[config.mk]
export PLATFORM = sky130hd
export DESIGN_NAME = id_array_stream_decoder_core_flat
export DESIGN_NICKNAME = d
export VERILOG_FILES = /design/src/rtl/idsd_pkg.sv /design/src/rtl/idsd_if.sv /design/src/rtl/idsd_result_fifo.sv /design/src/rtl/id_array_stream_decoder_core.sv /design/src/flat_wrapper.sv
export SDC_FILE = /design/constraint.sdc
export NUM_CORES = 1
export LEC_CHECK = 0
export BUFFER_PORTS_ARGS = -buffer_cell sky130_fd_sc_hd__buf_4
export CORE_MARGIN = 2
export CORE_UTILIZATION = 55
export CTS_CLUSTER_SIZE = 8
export DETAILED_ROUTE_END_ITERATION = 7
export PLACE_DENSITY_LB_ADDON = 0.2
export SYNTH_ARGS = -nofsm -noshare
export SYNTH_HDL_FRONTEND = slang
export SYNTH_SLANG_ARGS = --single-unit
export TNS_END_PERCENT = 30
[constraint.sdc]
create_clock -name clk -period 7.9 [get_ports clk]
set_input_delay 1.975 -clock clk [delete_from_list [all_inputs] [get_ports clk]]
set_output_delay 1.975 -clock clk [all_outputs]
set_load 0.02 [all_outputs]
[src/rtl/idsd_pkg.sv]
// package with shared types and constants for the id array stream decoder
`timescale 1ns / 1ps
package idsd_pkg;

  localparam int ID_W = 32;
  localparam int CNT_W = 24;
  localparam int BYTE_W = 8;
  localparam int CFG_INDEX_W = 8;
  localparam int CFG_DATA_W = 32;

  localparam int FIFO_DEPTH = 4;
  localparam int FIFO_PTR_W = $clog2(FIFO_DEPTH);
  localparam int FIFO_CNT_W = $clog2(FIFO_DEPTH + 1);

  // configuration register indexes
  localparam logic [CFG_INDEX_W-1:0] CFG_MAX_ID = 8'd0;
  localparam logic [CFG_INDEX_W-1:0] CFG_RELATIVE_MODE = 8'd1;
  localparam logic [CFG_INDEX_W-1:0] CFG_MARKER_VALUE = 8'd2;
  localparam logic [CFG_INDEX_W-1:0] CFG_CAPACITY = 8'd3;

  localparam logic [CNT_W-1:0] CAPACITY_RESET = '1;

  // stream byte fields
  localparam int BIT_CONT = 7;
  localparam int BIT_MORE = 6;
  localparam logic [BYTE_W-1:0] MARKER_BYTE = 8'h40;

  typedef enum logic [1:0] {
    ERR_NONE     = 2'd0,
    ERR_ID_RANGE = 2'd1,
    ERR_OVERFLOW = 2'd2
  } err_code_t;

  typedef struct packed {
    logic [ID_W-1:0] id_value;
    logic            array_end;
    err_code_t       error_code;
  } result_t;

  // up to two results written into the output queue in one cycle
  typedef struct packed {
    logic [1:0] count;
    result_t    first;
    result_t    second;
  } res_push_t;

endpackage

[src/rtl/idsd_if.sv]
// valid/ready channel interfaces for stream bytes, results and configuration writes
`timescale 1ns / 1ps
interface idsd_byte_if;
  logic                          valid;
  logic                          ready;
  logic [idsd_pkg::BYTE_W-1:0]   stream_byte;

  modport source (output valid, output stream_byte, input ready);
  modport sink (input valid, input stream_byte, output ready);
endinterface

interface idsd_result_if;
  logic                          valid;
  logic                          ready;
  logic [idsd_pkg::ID_W-1:0]     id_value;
  logic                          array_end;
  idsd_pkg::err_code_t           error_code;

  modport source (output valid, output id_value, output array_end, output error_code,
                  input ready);
  modport sink (input valid, input id_value, input array_end, input error_code,
                output ready);
endinterface

interface idsd_cfg_if;
  logic                              valid;
  logic                              ready;
  logic [idsd_pkg::CFG_INDEX_W-1:0]  index;
  logic [idsd_pkg::CFG_DATA_W-1:0]   data;

  modport source (output valid, output index, output data, input ready);
  modport sink (input valid, input index, input data, output ready);
endinterface

[src/rtl/idsd_result_fifo.sv]
// small result queue taking up to two results per cycle and giving one per cycle while the reader is ready
`timescale 1ns / 1ps
module idsd_result_fifo (
  input  logic                clk,
  input  logic                rst,
  input  idsd_pkg::res_push_t push,
  output logic                room_for_two,
  idsd_result_if.source       result
);
  import idsd_pkg::*;

  result_t mem [FIFO_DEPTH];
  logic [FIFO_PTR_W-1:0] wptr;
  logic [FIFO_PTR_W-1:0] rptr;
  logic [FIFO_CNT_W-1:0] fill;
  logic                  pop;
  logic [FIFO_PTR_W-1:0] wptr_plus1;

  assign pop = result.valid && result.ready;
  assign wptr_plus1 = wptr + FIFO_PTR_W'(1);
  assign room_for_two = fill <= FIFO_CNT_W'(FIFO_DEPTH - 2);

  // output side reads the head entry
  assign result.valid = fill != '0;
  assign result.id_value = mem[rptr].id_value;
  assign result.array_end = mem[rptr].array_end;
  assign result.error_code = mem[rptr].error_code;

  // storage writes
  always_ff @(posedge clk) begin
    if (push.count != 2'd0) begin
      mem[wptr] <= push.first;
    end
    if (push.count == 2'd2) begin
      mem[wptr_plus1] <= push.second;
    end
  end

  // pointers and fill level
  always_ff @(posedge clk) begin
    if (rst) begin
      wptr <= '0;
      rptr <= '0;
      fill <= '0;
    end else begin
      wptr <= wptr + FIFO_PTR_W'(push.count);
      if (pop) begin
        rptr <= rptr + FIFO_PTR_W'(1);
      end
      fill <= fill + FIFO_CNT_W'(push.count) - FIFO_CNT_W'(pop);
    end
  end

endmodule

[src/rtl/id_array_stream_decoder_core.sv]
// top level of the variable-length id array stream decoder
`timescale 1ns / 1ps
// Decodes one stream byte per clock while the output queue has room. A byte
// enters an input register, where it waits until the queue has room; then a
// single pass of logic (shift, delta add, range and capacity compares) writes
// its results into a four-entry output queue, whose head entry drives the
// result port. A byte that ends a nonzero array gives two results (the id and
// the appended terminator), and the output port drains one result per cycle
// while the reader is ready, so a stream of such bytes is held off by the
// output side; other bytes run at one per cycle while nothing stalls. Input is held
// off while the queue has fewer than two free entries. After an id range or
// array overflow error the block drops every further byte until reset.
// Configuration writes are always taken and should only be made while idle.
module id_array_stream_decoder_core (
  input  logic          clk,
  input  logic          rst,
  idsd_byte_if.sink     stream,
  idsd_result_if.source result,
  idsd_cfg_if.sink      cfg
);
  import idsd_pkg::*;

  // configuration registers
  logic [ID_W-1:0]  max_id;
  logic             relative_mode;
  logic [ID_W-1:0]  marker_value;
  logic [CNT_W-1:0] capacity;

  // input register
  logic              stage_valid;
  logic [BYTE_W-1:0] stage_byte;
  logic              stage_fire;
  logic              room_for_two;

  // decoder state
  logic [ID_W-1:0]  accumulator;
  logic [ID_W-1:0]  accumulator_next;
  logic [ID_W-1:0]  previous_id;
  logic [ID_W-1:0]  previous_id_next;
  logic [CNT_W-1:0] emitted_count;
  logic [CNT_W-1:0] emitted_count_next;
  logic             halted;
  logic             halted_next;

  res_push_t push;

  // datapath terms
  logic [ID_W-1:0] x_raw;
  logic [ID_W-1:0] x_rel;
  logic [ID_W-1:0] x_val;
  logic            is_marker;
  logic            too_big;
  logic            room0;
  logic            room1;

  // configuration writes
  assign cfg.ready = 1'b1;

  always_ff @(posedge clk) begin
    if (rst) begin
      max_id <= '0;
      relative_mode <= 1'b0;
      marker_value <= '0;
      capacity <= CAPACITY_RESET;
    end else if (cfg.valid) begin
      unique case (cfg.index)
        CFG_MAX_ID:        max_id <= cfg.data;
        CFG_RELATIVE_MODE: relative_mode <= cfg.data[0];
        CFG_MARKER_VALUE:  marker_value <= cfg.data;
        CFG_CAPACITY:      capacity <= cfg.data[CNT_W-1:0];
        default: ;
      endcase
    end
  end

  // input register, refilled whenever it empties
  assign stage_fire = stage_valid && room_for_two;
  assign stream.ready = !stage_valid || stage_fire;

  always_ff @(posedge clk) begin
    if (rst) begin
      stage_valid <= 1'b0;
    end else if (stream.ready) begin
      stage_valid <= stream.valid;
    end
  end

  always_ff @(posedge clk) begin
    if (stream.ready && stream.valid) begin
      stage_byte <= stream.stream_byte;
    end
  end

  // value decode and checks
  assign x_raw = {accumulator[ID_W-7:0], stage_byte[5:0]};
  assign x_rel = x_raw - ID_W'(1) + previous_id;
  assign x_val = relative_mode ? x_rel : x_raw;
  assign is_marker = relative_mode && (x_raw == '0) && (stage_byte == MARKER_BYTE);
  assign too_big = (max_id != '0) && (x_val >= max_id);
  assign room0 = emitted_count < capacity;
  assign room1 = (emitted_count + CNT_W'(1)) < capacity;

  // per-byte result generation and state update
  always_comb begin
    accumulator_next = accumulator;
    previous_id_next = previous_id;
    emitted_count_next = emitted_count;
    halted_next = halted;
    push.count = 2'd0;
    push.first = '{id_value: '0, array_end: 1'b0, error_code: ERR_NONE};
    push.second = '{id_value: '0, array_end: 1'b1, error_code: ERR_NONE};

    if (stage_fire && !halted) begin
      if (stage_byte[BIT_CONT]) begin
        // continuation byte: take in seven more bits
        accumulator_next = {accumulator[ID_W-8:0], stage_byte[6:0]};
      end else begin
        accumulator_next = '0;
        push.count = 2'd1;
        if (is_marker) begin
          // prereq marker escape
          previous_id_next = '0;
          if (room0) begin
            push.first.id_value = marker_value;
            emitted_count_next = emitted_count + CNT_W'(1);
          end else begin
            push.first.error_code = ERR_OVERFLOW;
            halted_next = 1'b1;
          end
        end else if (too_big) begin
          push.first.error_code = ERR_ID_RANGE;
          halted_next = 1'b1;
          if (relative_mode) begin
            previous_id_next = x_val;
          end
        end else if (!stage_byte[BIT_MORE]) begin
          // array ends here
          previous_id_next = '0;
          if (!room0) begin
            push.first.error_code = ERR_OVERFLOW;
            halted_next = 1'b1;
          end else if (x_val == '0) begin
            push.first.array_end = 1'b1;
            emitted_count_next = emitted_count + CNT_W'(1);
          end else begin
            // id followed by the appended terminator
            push.count = 2'd2;
            push.first.id_value = x_val;
            if (room1) begin
              emitted_count_next = emitted_count + CNT_W'(2);
            end else begin
              emitted_count_next = emitted_count + CNT_W'(1);
              push.second.array_end = 1'b0;
              push.second.error_code = ERR_OVERFLOW;
              halted_next = 1'b1;
            end
          end
        end else begin
          // array goes on; only delta coding tracks the last id
          if (relative_mode) begin
            previous_id_next = x_val;
          end
          if (room0) begin
            push.first.id_value = x_val;
            emitted_count_next = emitted_count + CNT_W'(1);
          end else begin
            push.first.error_code = ERR_OVERFLOW;
            halted_next = 1'b1;
          end
        end
      end
    end
  end

  // decoder state registers
  always_ff @(posedge clk) begin
    if (rst) begin
      accumulator <= '0;
      previous_id <= '0;
      emitted_count <= '0;
      halted <= 1'b0;
    end else begin
      accumulator <= accumulator_next;
      previous_id <= previous_id_next;
      emitted_count <= emitted_count_next;
      halted <= halted_next;
    end
  end

  // output queue
  idsd_result_fifo u_result_fifo (
    .clk          (clk),
    .rst          (rst),
    .push         (push),
    .room_for_two (room_for_two),
    .result       (result)
  );

  // once halted, only reset clears it
  assert property (@(posedge clk) disable iff (rst) halted |=> halted)
    else $error("halted flag cleared without reset");

  // nothing is produced while halted
  assert property (@(posedge clk) disable iff (rst) halted |-> push.count == 2'd0)
    else $error("result produced while halted");

  // an error result always halts the block
  assert property (@(posedge clk) disable iff (rst)
    (push.count != 2'd0 && push.first.error_code != ERR_NONE) |=> halted)
    else $error("error result without halt");

  // a final byte leaves the accumulator empty
  assert property (@(posedge clk) disable iff (rst)
    (stage_fire && !stage_byte[BIT_CONT]) |=> accumulator == '0)
    else $error("accumulator not cleared after final byte");

endmodule
[src/flat_wrapper.sv]
// flat-port wrapper written by rule: the top's interface ports become plain ports
module id_array_stream_decoder_core_flat import idsd_pkg::*;
  (clk, rst, stream_valid, stream_stream_byte, stream_ready, result_valid, result_id_value, result_array_end, result_error_code, result_ready, cfg_valid, cfg_index, cfg_data, cfg_ready);
  idsd_byte_if stream_i ();
  idsd_result_if result_i ();
  idsd_cfg_if cfg_i ();
  input  logic clk;
  input  logic rst;
  input wire logic [$bits(stream_i.valid)-1:0] stream_valid;
  input wire logic [$bits(stream_i.stream_byte)-1:0] stream_stream_byte;
  output wire logic [$bits(stream_i.ready)-1:0] stream_ready;
  output wire logic [$bits(result_i.valid)-1:0] result_valid;
  output wire logic [$bits(result_i.id_value)-1:0] result_id_value;
  output wire logic [$bits(result_i.array_end)-1:0] result_array_end;
  output wire logic [$bits(result_i.error_code)-1:0] result_error_code;
  input wire logic [$bits(result_i.ready)-1:0] result_ready;
  input wire logic [$bits(cfg_i.valid)-1:0] cfg_valid;
  input wire logic [$bits(cfg_i.index)-1:0] cfg_index;
  input wire logic [$bits(cfg_i.data)-1:0] cfg_data;
  output wire logic [$bits(cfg_i.ready)-1:0] cfg_ready;
  assign stream_i.valid = stream_valid;
  assign stream_i.stream_byte = stream_stream_byte;
  assign stream_ready = stream_i.ready;
  assign result_valid = result_i.valid;
  assign result_id_value = result_i.id_value;
  assign result_array_end = result_i.array_end;
  assign result_error_code = result_i.error_code;
  assign result_i.ready = result_ready;
  assign cfg_i.valid = cfg_valid;
  assign cfg_i.index = cfg_index;
  assign cfg_i.data = cfg_data;
  assign cfg_ready = cfg_i.ready;
  id_array_stream_decoder_core u_core (.clk(clk), .rst(rst), .stream(stream_i), .result(result_i), .cfg(cfg_i));
endmodule
Yosys cells after proc, flatten, opt, wreduce, memory -nomap -nowiden
Memories as Yosys holds them, arrays and structs flattened. A register that Yosys moved wholly into a read port is not among the register bits.
Index checks and enable logic that the tools add are counted.
Cells by class
  $add $sub $neg: 9
  order comparisons: 4
  eq/ne operators: 8
  muxes and demuxes: 51
  bitwise gates (word level): 1
  reductions and logical operators: 24
Operator list (count)
  $mux W32: 9
  $mux W24: 7
  $mux W37: 2
  $mux W35: 2
  $logic_not A32 Y1: 2
  $lt A24 B24 Y1: 2
  $mux W34: 1
  $add A32 B32 Y32: 1
  $ge A32 B32 Y1: 1
  $reduce_bool A32 Y1: 1
  $sub A32 B1 Y32 const B: 1
  $mux W26: 1
  $add A24 B1 Y24 const B: 1
  $add A24 B2 Y24 const B: 1
  $mux W3: 8
  $eq A8 B2 Y1 const B: 2
  $mux W1: 14
  $mux W2: 7
  $ne A5 B2 Y1 const B: 2
  $reduce_and A2 Y1: 5
  $eq A8 B1 Y1 const B: 1
  $eq A8 B7 Y1 const B: 1
  $logic_not A8 Y1: 1
  $reduce_and A4 Y1: 2
  13 further kinds: 22
Word-level totals
  register bits after elaboration: 188
  bits in writable memories: 140
  input port bits: 53
  output and inout port bits: 38
  memories kept: 1
Memory list
  u_core.u_result_fifo.mem: words 4, width 35, rd ports 1, clocked after Yosys merged registers in 1, write ports 2, line idsd_result_fifo.sv:12  | result_t mem [FIFO_DEPTH];

Longest topological paths before layout
Gate-level depths: netlist (run 1).
  word-level depth: 14
  depth in mapped cells: 33
  mapped depth without buffers: 31

Modules after synthesis
Synthesis (run 1) repeated with hierarchy kept, for this count alone.
Second synthesis, totals
  cell total of the unflattened synthesis: 2198
  area, all modules: 20702.4 µm²
By module, submodules not included
  id_array_stream_decoder_core: times used 1, cells each 1810, area an instance 13450.4 µm², sequential area each 3703.6 µm²
  idsd_result_fifo: times used 1, cells each 388, area an instance 7252.0 µm², sequential area each 4384.2 µm²

Worst setup path after synthesis (run 1)
No wires, ideal clock.
  path type: register -> register
  from: register u_core.stage_byte[1]
  to: register u_core.u_result_fifo.fill[2]
  setup time: 0.128 ns
  arrival: 5.855 ns
  slack: 1.917 ns
  cell stages (with the launch flop): 32
  clock period less this slack: 5.983 ns
  cells stage by stage: edfxtp_1 > inv_1 > ha_1 > inv_1 > ha_1 > fa_1 > a211oi_2 > o21ai_2 > a21oi_2 > and3b_1 > buf_6 > nor2_4 > a41oi_2 > a2111o_1 > ha_1 > nand4_1 > nor4_1 > o21ai_0 > o32ai_1 > or3_1 > clkbuf_1 > a21oi_1 > nor2_1 > inv_1 > ha_1 > inv_1 > ha_1 > inv_1 > fa_1 > xnor2_1 > xnor2_1 > nor2_1
On the way
  longest elaborated chain between the ends: 13
  elaborated cells on any way between the ends: 19
  those cells by class: add/sub: 4; order compare: 1; eq/ne: 1; mux: 8; reduce/logical: 5
RTL lines
  start, declared: line id_array_stream_decoder_core.sv:31  | logic [BYTE_W-1:0] stage_byte;
  start signal, assigned: line id_array_stream_decoder_core.sv:90  | stage_byte <= stream.stream_byte;
  branches (longest 8 deep; another with $sub A32 B1 Y32)
  $mux W2 (*): line id_array_stream_decoder_core.sv:120  | if (is_marker) begin
  $mux W37 (*): line id_array_stream_decoder_core.sv:114  | if (stage_byte[BIT_CONT]) begin
  $mux W37 (*): line id_array_stream_decoder_core.sv:113  | if (stage_fire && !halted) begin
  $add A3 B2 Y3 (*): line idsd_result_fifo.sv:50  | fill <= fill + FIFO_CNT_W'(push.count) - FIFO_CNT_W'(pop);
  $sub A3 B1 Y3 (*): line idsd_result_fifo.sv:50
  end signal, assigned: line idsd_result_fifo.sv:50
  end, declared: line idsd_result_fifo.sv:15  | logic [FIFO_CNT_W-1:0] fill;
Mark *: on every way between the ends.
A chain may end at the register's enable or synchronous reset.

Worst setup path in the final report (run 1)
  from: register u_core.stage_byte[5]
  to: register u_core.u_result_fifo.fill[2]
The elaborated chain is that of the path after synthesis.

==> metrics.md, run 1 <==
| Metric | Value |
|---|---|
| Clock sinks | `330` |
| Design Power | `around 5000 uW` |
| Clock network power share | `0.371` |
| Peak supply drop | `217 uV` |
| Iter 0 DRT Violations | `~1500` |
| Area Overhead vs Synth | `11.2%` |
| Dpl cells | `2737` |
| Area leader, netlist | `dfxtp_1` |
| Worst setup path class | `reg2reg` |
| Pint | `approximately 3400 uW` |
| Pwr/cell area | `between 200 and 250 nW/um2` |
| Antenna-violating nets left | `0` |
| Vias in the first global route | `about 17000` |
| Crit-path max cell delay | `about 800 ps` |
| Relative slew slack | `0.151` |
| CP startpoint kind | `flop` |
| GRT Total Usage | `0.317` |
| First-pass GRT wire length | `roughly 92000 um` |
| Row Count | `between 60 and 70` |
| RePlAce Congestion | `~0.93` |
| Leak pwr | `slightly below 0.009 uW` |
| Core area | `between 30000 and 40000 um2` |
| M1 WL | `between 20000 and 30000 um` |
| Synthesized area | `19400 um2` |
| Postcts setup bufs | `0` |
| Port bufs | `89` |
| Layout cells sized above 1 | `0.114` |
| Cts repair resizes | `0` |
| Fin nets | `2531` |
| Final wirelength | `58100 um` |
| Avg WL per Cell | `20.8 um` |
| NetSw | `roughly 1600 uW` |
| Sw Ratio | `0.313` |
| Crit-path max FO | `9` |
| TritonCTS clock tree | `built` |
| Hold WC Path Type | `reg2reg` |
| Worst-Skew Late Latency | `around 590 ps` |
| Synth area leaders | `dfxtp_1, ha_1, nand2_1` |
| Slew @ Worst Pin | `about 1300 ps` |
| Dpl ws | `about 800 ps` |
| Yosys warns | `0` |
| Syn_nets | `between 2000 and 3000` |
| Die H | `192 um` |
| # diodes | `0` |
| Post-synth EDFFs | `16` |
| Part of the power in registers | `0.384` |
| Post-synth top cells | `nand2_1, dfxtp_1, inv_1` |
| Bufs on Longest Clock Path | `3` |
| H-tree depth | `2` |
| Worst setup margin | `just under 600 ps` |
| Most frequent cell after synthesis | `nand2_1` |
| Initial Util | `0.560` |
| Register bit total from synthesis | `330` |
| Initial antenna violation count | `0` |
| WL met2 | `26800 um` |
| Synth unique cells | `approximately 100` |
| FMAX | `0.137 GHz` |
| Clock Skew | `between 30 and 40 ps` |
| Main synth FF type | `dfxtp_1` |
| TritonCTS Buffers | `47` |
| Routed via count | `~17000` |
| Top Metal Used | `met4` |
| Syn avg cell area | `8.40 um2` |
| Max-slew violations | `0` |
| DRC | `0` |
| Clk slew on worst S/H paths | `50 ps` |
| Largest net degree at the start of global routing | `roughly 100` |
| Post-synth top area share | `0.324` |
| Die area | `36800 um2` |
| Post-synthesis sequential area ratio | `0.349` |
| Drt pass-1 iters | `6` |
| Final Setup Violations | `0` |
| Die X | `approximately 190 um` |
| Final setup TNS | `0 ps` |
| Final min period | `~7300 ps` |
| Non-filler cells, final | `~2800` |
| RSZ-0062 raised after global routing | `false` |
| Hold-fix buffers at CTS | `0` |
| I/O pin count | `between 90 and 100` |
| Async S/R FF share, synth | `0` |
| Grt ovf | `0` |
| Synthesized netlist cell count | `~2300` |
| Number of max-cap violations | `0` |
| Crit. End Element | `flop` |
| DP HPWL | `41600 um` |
| CP arrival | `~7700 ps` |
| Met3 routed WL | `roughly 4200 um` |
| Period utilization | `0.925` |
| Vias per cell | `roughly 6.2` |
| Run status | `complete, no violations` |
| Fillers | `between 2000 and 3000` |
| Required @ worst endpoint | `approximately 8300 ps` |
| Slowest CP cell | `o31ai_1` |
| Power share of the combinational group | `0.245` |
| Hold Vio Cnt, Final | `0` |
| Clk Tree Root Cell | `clkbuf_16` |
-- layout by cell type, fill, tap and decap left out, drive strengths merged, types with 19 or more instances in the layout --
| cell | synthesis | routed |
|---|---|---|
| a21oi | 187 | 187 |
| nand4 | 33 | 33 |
| nor2 | 147 | 147 |
| a22oi | 39 | 39 |
| o22ai | 27 | 27 |
| inv | 239 | 242 |
| nand2 | 325 | 325 |
| xnor2 | 40 | 40 |
| a21o | 31 | 31 |
| dfxtp | 314 | 314 |
| and3 | 23 | 23 |
| nor3 | 30 | 30 |
| nand3b | 28 | 28 |
| clkbuf | 99 | 58 |
| a211oi | 19 | 19 |
| o21ai | 73 | 73 |
| a22o | 22 | 22 |
| o2bb2ai | 77 | 77 |
| mux4 | 35 | 35 |
| ha | 145 | 145 |
| nor4 | 22 | 22 |
| buf | 43 | 116 |
| nand3 | 59 | 59 |
-- metal layers --
metal | up-vias | global-route usage
met4 | 0 | 0.122
met5 | - | 0
met2 | 673 | 0.512
met3 | 115 | 0.0455
met1 | 8355 | 0.428
li1 | 8202 | -
-- critical path, delay by kind of cell, from the launching register on --
| kind | cells | cell delay, ps |
|---|---|---|
| AOI/OAI and AO/OA | 11 | 3340 |
| DFF | 1 | 430 |
| buffers and inverters | 5 | 320 |
| xor gates and xnor gates | 2 | 330 |
| adders and majority gates | 6 | 1800 |
| and+or+nand+nor | 4 | 900 |
-- worst paths after layout --
path | from | to | slack, ps | depth (start not counted)
worst min register to register | u_core.u_result_fifo.mem[2][22] | u_core.u_result_fifo.mem[2][22] | 450 | 1
worst max-delay path | u_core.stage_byte[5] | u_core.u_result_fifo.fill[2] | 590 | 28
worst max register to register | u_core.stage_byte[5] | u_core.u_result_fifo.fill[2] | 590 | 28
worst min-delay path | u_core.u_result_fifo.mem[2][22] | u_core.u_result_fifo.mem[2][22] | 450 | 1
-- registers in the layout, indices dropped and copies added (netlist names), named ones only --
name	count
u_core.u_result_fifo.wptr	2
u_core.u_result_fifo.fill	3
u_core.accumulator	26
u_core.stage_byte	8
u_core.relative_mode	1
u_core.previous_id	32
u_core.halted	1
u_core.stage_valid	1
u_core.marker_value	32
u_core.emitted_count	24
u_core.u_result_fifo.mem	140
u_core.u_result_fifo.rptr	2
u_core.max_id	32
u_core.capacity	24
-- through the flow --
step,util,hold slack [ps],cell area [um2]
after floorplan,-,427,19400
after global placement,0.586,440,20300
after detailed placement,0.586,441,20300
after CTS,0.623,455,21600
after global routing,0.623,465,21600
final,0.623,453,21600
-- cell families (layout without fill, tap and decap cells) --
family          Yosys count  after routing  share of synthesized area
xor+xnor                 56             56                     0.0257
fa+ha+maj               147            147                     0.0956
mux                      60             60                     0.0546
other cells               1              1                   0.000193
simple gates            735            735                      0.176
compound gates          598            598                      0.222
buf+inv                 381            416                     0.0772
flops                   330            330                      0.349
-- layout make-up --
cell class                 count  area, um2  area share
clock buffer                  58       1240      0.0574
sequential                   330       6770       0.314
clock inverter                 3       48.8     0.00226
timing repair buffer         116        875      0.0406
tap                          455        569      0.0264
multi-input combinational   1597      11200       0.518
inverter                     239        897      0.0416
-- power by group through the flow --
stage	Sequential, uW	Clock [uW]	Combinational, uW
finish	1900	1840	1220
global route	1920	1920	1320
CTS	1900	1850	1210
detailed placement	1930	0	1200
global placement	1920	0	1190
floorplan	1900	0	876
No activity file was read; power rests on OpenSTA's default activity.
==> inputs of run 2 (changes only) <==
clock period = 8.1 ns   (was 7.9 ns; I/O delays follow)
==> metrics.md, run 2 (synthesis gave the netlist of run 1 again) <==
| Metric | Value |
|---|---|
| Hold WC Path Type | `reg2reg` |
| Clock Skew | `between 20 and 25 ps` |
| Iter 0 DRT Violations | `between 1500 and 2000` |
| Hold path endpoint | `u_core.marker_value[1]` |
| Crit. End Element | `flop` |
| CP arrival | `between 7000 and 8000 ps` |
| Crit-path leading delay family | `compound AO/OA/AOI/OAI gates` |
| Required @ worst endpoint | `8500 ps` |
| RePlAce Congestion | `between 0.9 and 1` |
| Worst-Skew Late Latency | `560 ps` |
| TritonCTS Buffers | `47` |
| DRC | `0` |
| Die area | `36800 um2` |
| CP Cell Sequence | `inv_1 > ha_1 > inv_1 > ha_1 > and2_4 > a221o_1 > o21ai_2 > a211oi_1 > o21a_1 > o31ai_1 > ha_1 > a21o_1 > a2111oi_0 > o21ai_0 > a31oi_1 > o32ai_2 > or3_1 > a211oi_1 > inv_1 > ha_1 > fa_1 > xnor2_1 > xnor2_1 > nor2_1` |
| TritonCTS clock tree | `built` |
| Worst path buffer plus inverter count | `3` |
| Crit-path max FO | `9` |
| R2r endpoint | `u_core.u_result_fifo.fill[2]` |
| I/O pin count | `between 90 and 100` |
| Max FFs per register | `140` |
| Fin nets | `2530` |
| Initial Util | `0.560` |
| Routed via count | `approximately 17000` |
| Pwr/cell area | `about 220 nW/um2` |
| Final min period | `7190 ps` |
| RSZ-0062 raised after global routing | `false` |
| Die H | `approximately 190 um` |
| Relative slew slack | `0.221` |
| FMAX | `~0.14 GHz` |
| Postcts setup bufs | `0` |
| Final wirelength | `slightly below 60000 um` |
| Max-slew violations | `0` |
| H-tree depth | `2` |
| # diodes | `0` |
| Final Setup Violations | `0` |
| R2R cell count | `24` |
| Die X | `192 um` |
| Vias in the first global route | `16800` |
| Clk Tree Root Cell | `clkbuf_16` |
| GRT Total Usage | `0.317` |
| Clk slew on worst S/H paths | `approximately 50 ps` |
| Top reg by flops | `u_core.u_result_fifo.mem` |
| Drt pass-1 iters | `5` |
| Number of max-cap violations | `0` |
| Commonest non-fill, non-tap cells in the layout | `nand2_1, dfxtp_1, inv_1` |
| Core area | `between 30000 and 40000 um2` |
| Row Count | `68` |
| Most frequent CP cell | `ha_1` |
| First-pass GRT wire length | `around 92000 um` |
| Hold-fix buffers at CTS | `0` |
| DP HPWL | `about 42000 um` |
| R2R Setup Slk | `910 ps` |
| Layout Utilization | `0.622` |
| Area Overhead vs Synth | `11.1%` |
| Slowest CP cell | `o31ai_1` |
| Period utilization | `0.887` |
| Slew @ Worst Pin | `1170 ps` |
| Commonest non-fill, non-tap cell in the layout | `nand2_1` |
| Register Area | `between 6000 and 7000 um2` |
| Hold Vio Cnt, Final | `0` |
| Initial antenna violation count | `0` |
| Antenna-violating nets left | `0` |
| Port bufs | `a little under 90` |
| Largest net degree at the start of global routing | `97` |
| Layout cells sized above 1 | `0.114` |
| Crit-path max cell delay | `about 770 ps` |
| Avg WL per Cell | `between 20 and 25 um` |
| Worst setup path class | `reg2reg` |
| Cts repair resizes | `0` |
| Levels on crit path | `24` |
| Bufs on Longest Clock Path | `3` |
| Final setup TNS | `0 ps` |
| Area taken by multi-input logic gates | `11200 um2` |
| Clock sinks | `330` |
| Leak pwr | `between 0.008 and 0.009 uW` |
| Run status | `complete, no violations` |
| Hold Crit Depth | `2` |
| Hold wc startpoint | `u_core.marker_value[1]` |
| Peak supply drop | `between 200 and 250 uV` |
| R2R Path Start | `u_core.stage_byte[5]` |
| Grt ovf | `0` |
| Vias per cell | `around 6.2` |
| CP startpoint kind | `flop` |
| Fillers | `3032` |
run 2: worst max path at each step:
stage                                               to  slack (ps)                    from
after floorplan           u_core.u_result_fifo.fill[2]        2120    u_core.stage_byte[1]
after global placement    u_core.u_result_fifo.fill[2]        1170    u_core.stage_byte[5]
after detailed placement  u_core.u_result_fifo.fill[2]        1060    u_core.stage_byte[5]
after CTS                 u_core.u_result_fifo.fill[2]         990    u_core.stage_byte[5]
after global routing      u_core.u_result_fifo.fill[2]         350  u_core.accumulator[10]
final                     u_core.u_result_fifo.fill[2]         910    u_core.stage_byte[5]
run 2: metrics by stage:
stage | hold WS (ps) | worst slack (ps) | area (um2) | instances | total power [uW]
after global placement | 440 | 1170 | 20300 | 2736 | 3040
after floorplan | 427 | 2120 | 19400 | 2308 | 2710
after detailed placement | 441 | 1060 | 20300 | 2736 | 3050
final | 454 | 913 | 21500 | 2797 | 4820
after CTS | 456 | 991 | 21500 | 2797 | 4830
after global routing | 473 | 350 | 21500 | 2797 | 5010
run 2: area by class of cell:
type                            instances  area share
Timing Repair Buffer                  115      0.0402
Clock inverter                          3     0.00139
Clock buffer                           58      0.0579
Inverter                              239      0.0416
Sequential cell                       330       0.314
Multi-Input combinational cell       1597       0.518
Tap cell                              455      0.0264
run 2: power breakdown:
part	leakage (uW)	switching, uW	internal (uW)	total (uW)
sequential	0.00269	83.2	1770	1860
combinational	0.00560	699	488	1190
clock	0.000625	712	1060	1770
total	0.00891	1490	3320	4820
run 2: per-layer routing:
| layer | vias to the layer above | part of all wire | GRT usage |
|---|---|---|---|
| met5 | - | 0 | 0 |
| met4 | 0 | 0.030 | 0.115 |
| met3 | 115 | 0.071 | 0.0426 |
| met2 | 667 | 0.47 | 0.521 |
| met1 | 8412 | 0.43 | 0.426 |
| li1 | 8199 | - | - |
run 2: worst min-delay path: cells and delay by family (launching register included):
family	cells	cell delay, ps
DFF	1	300
AOI/OAI and AO/OA	1	50
and+or+nand+nor	1	50
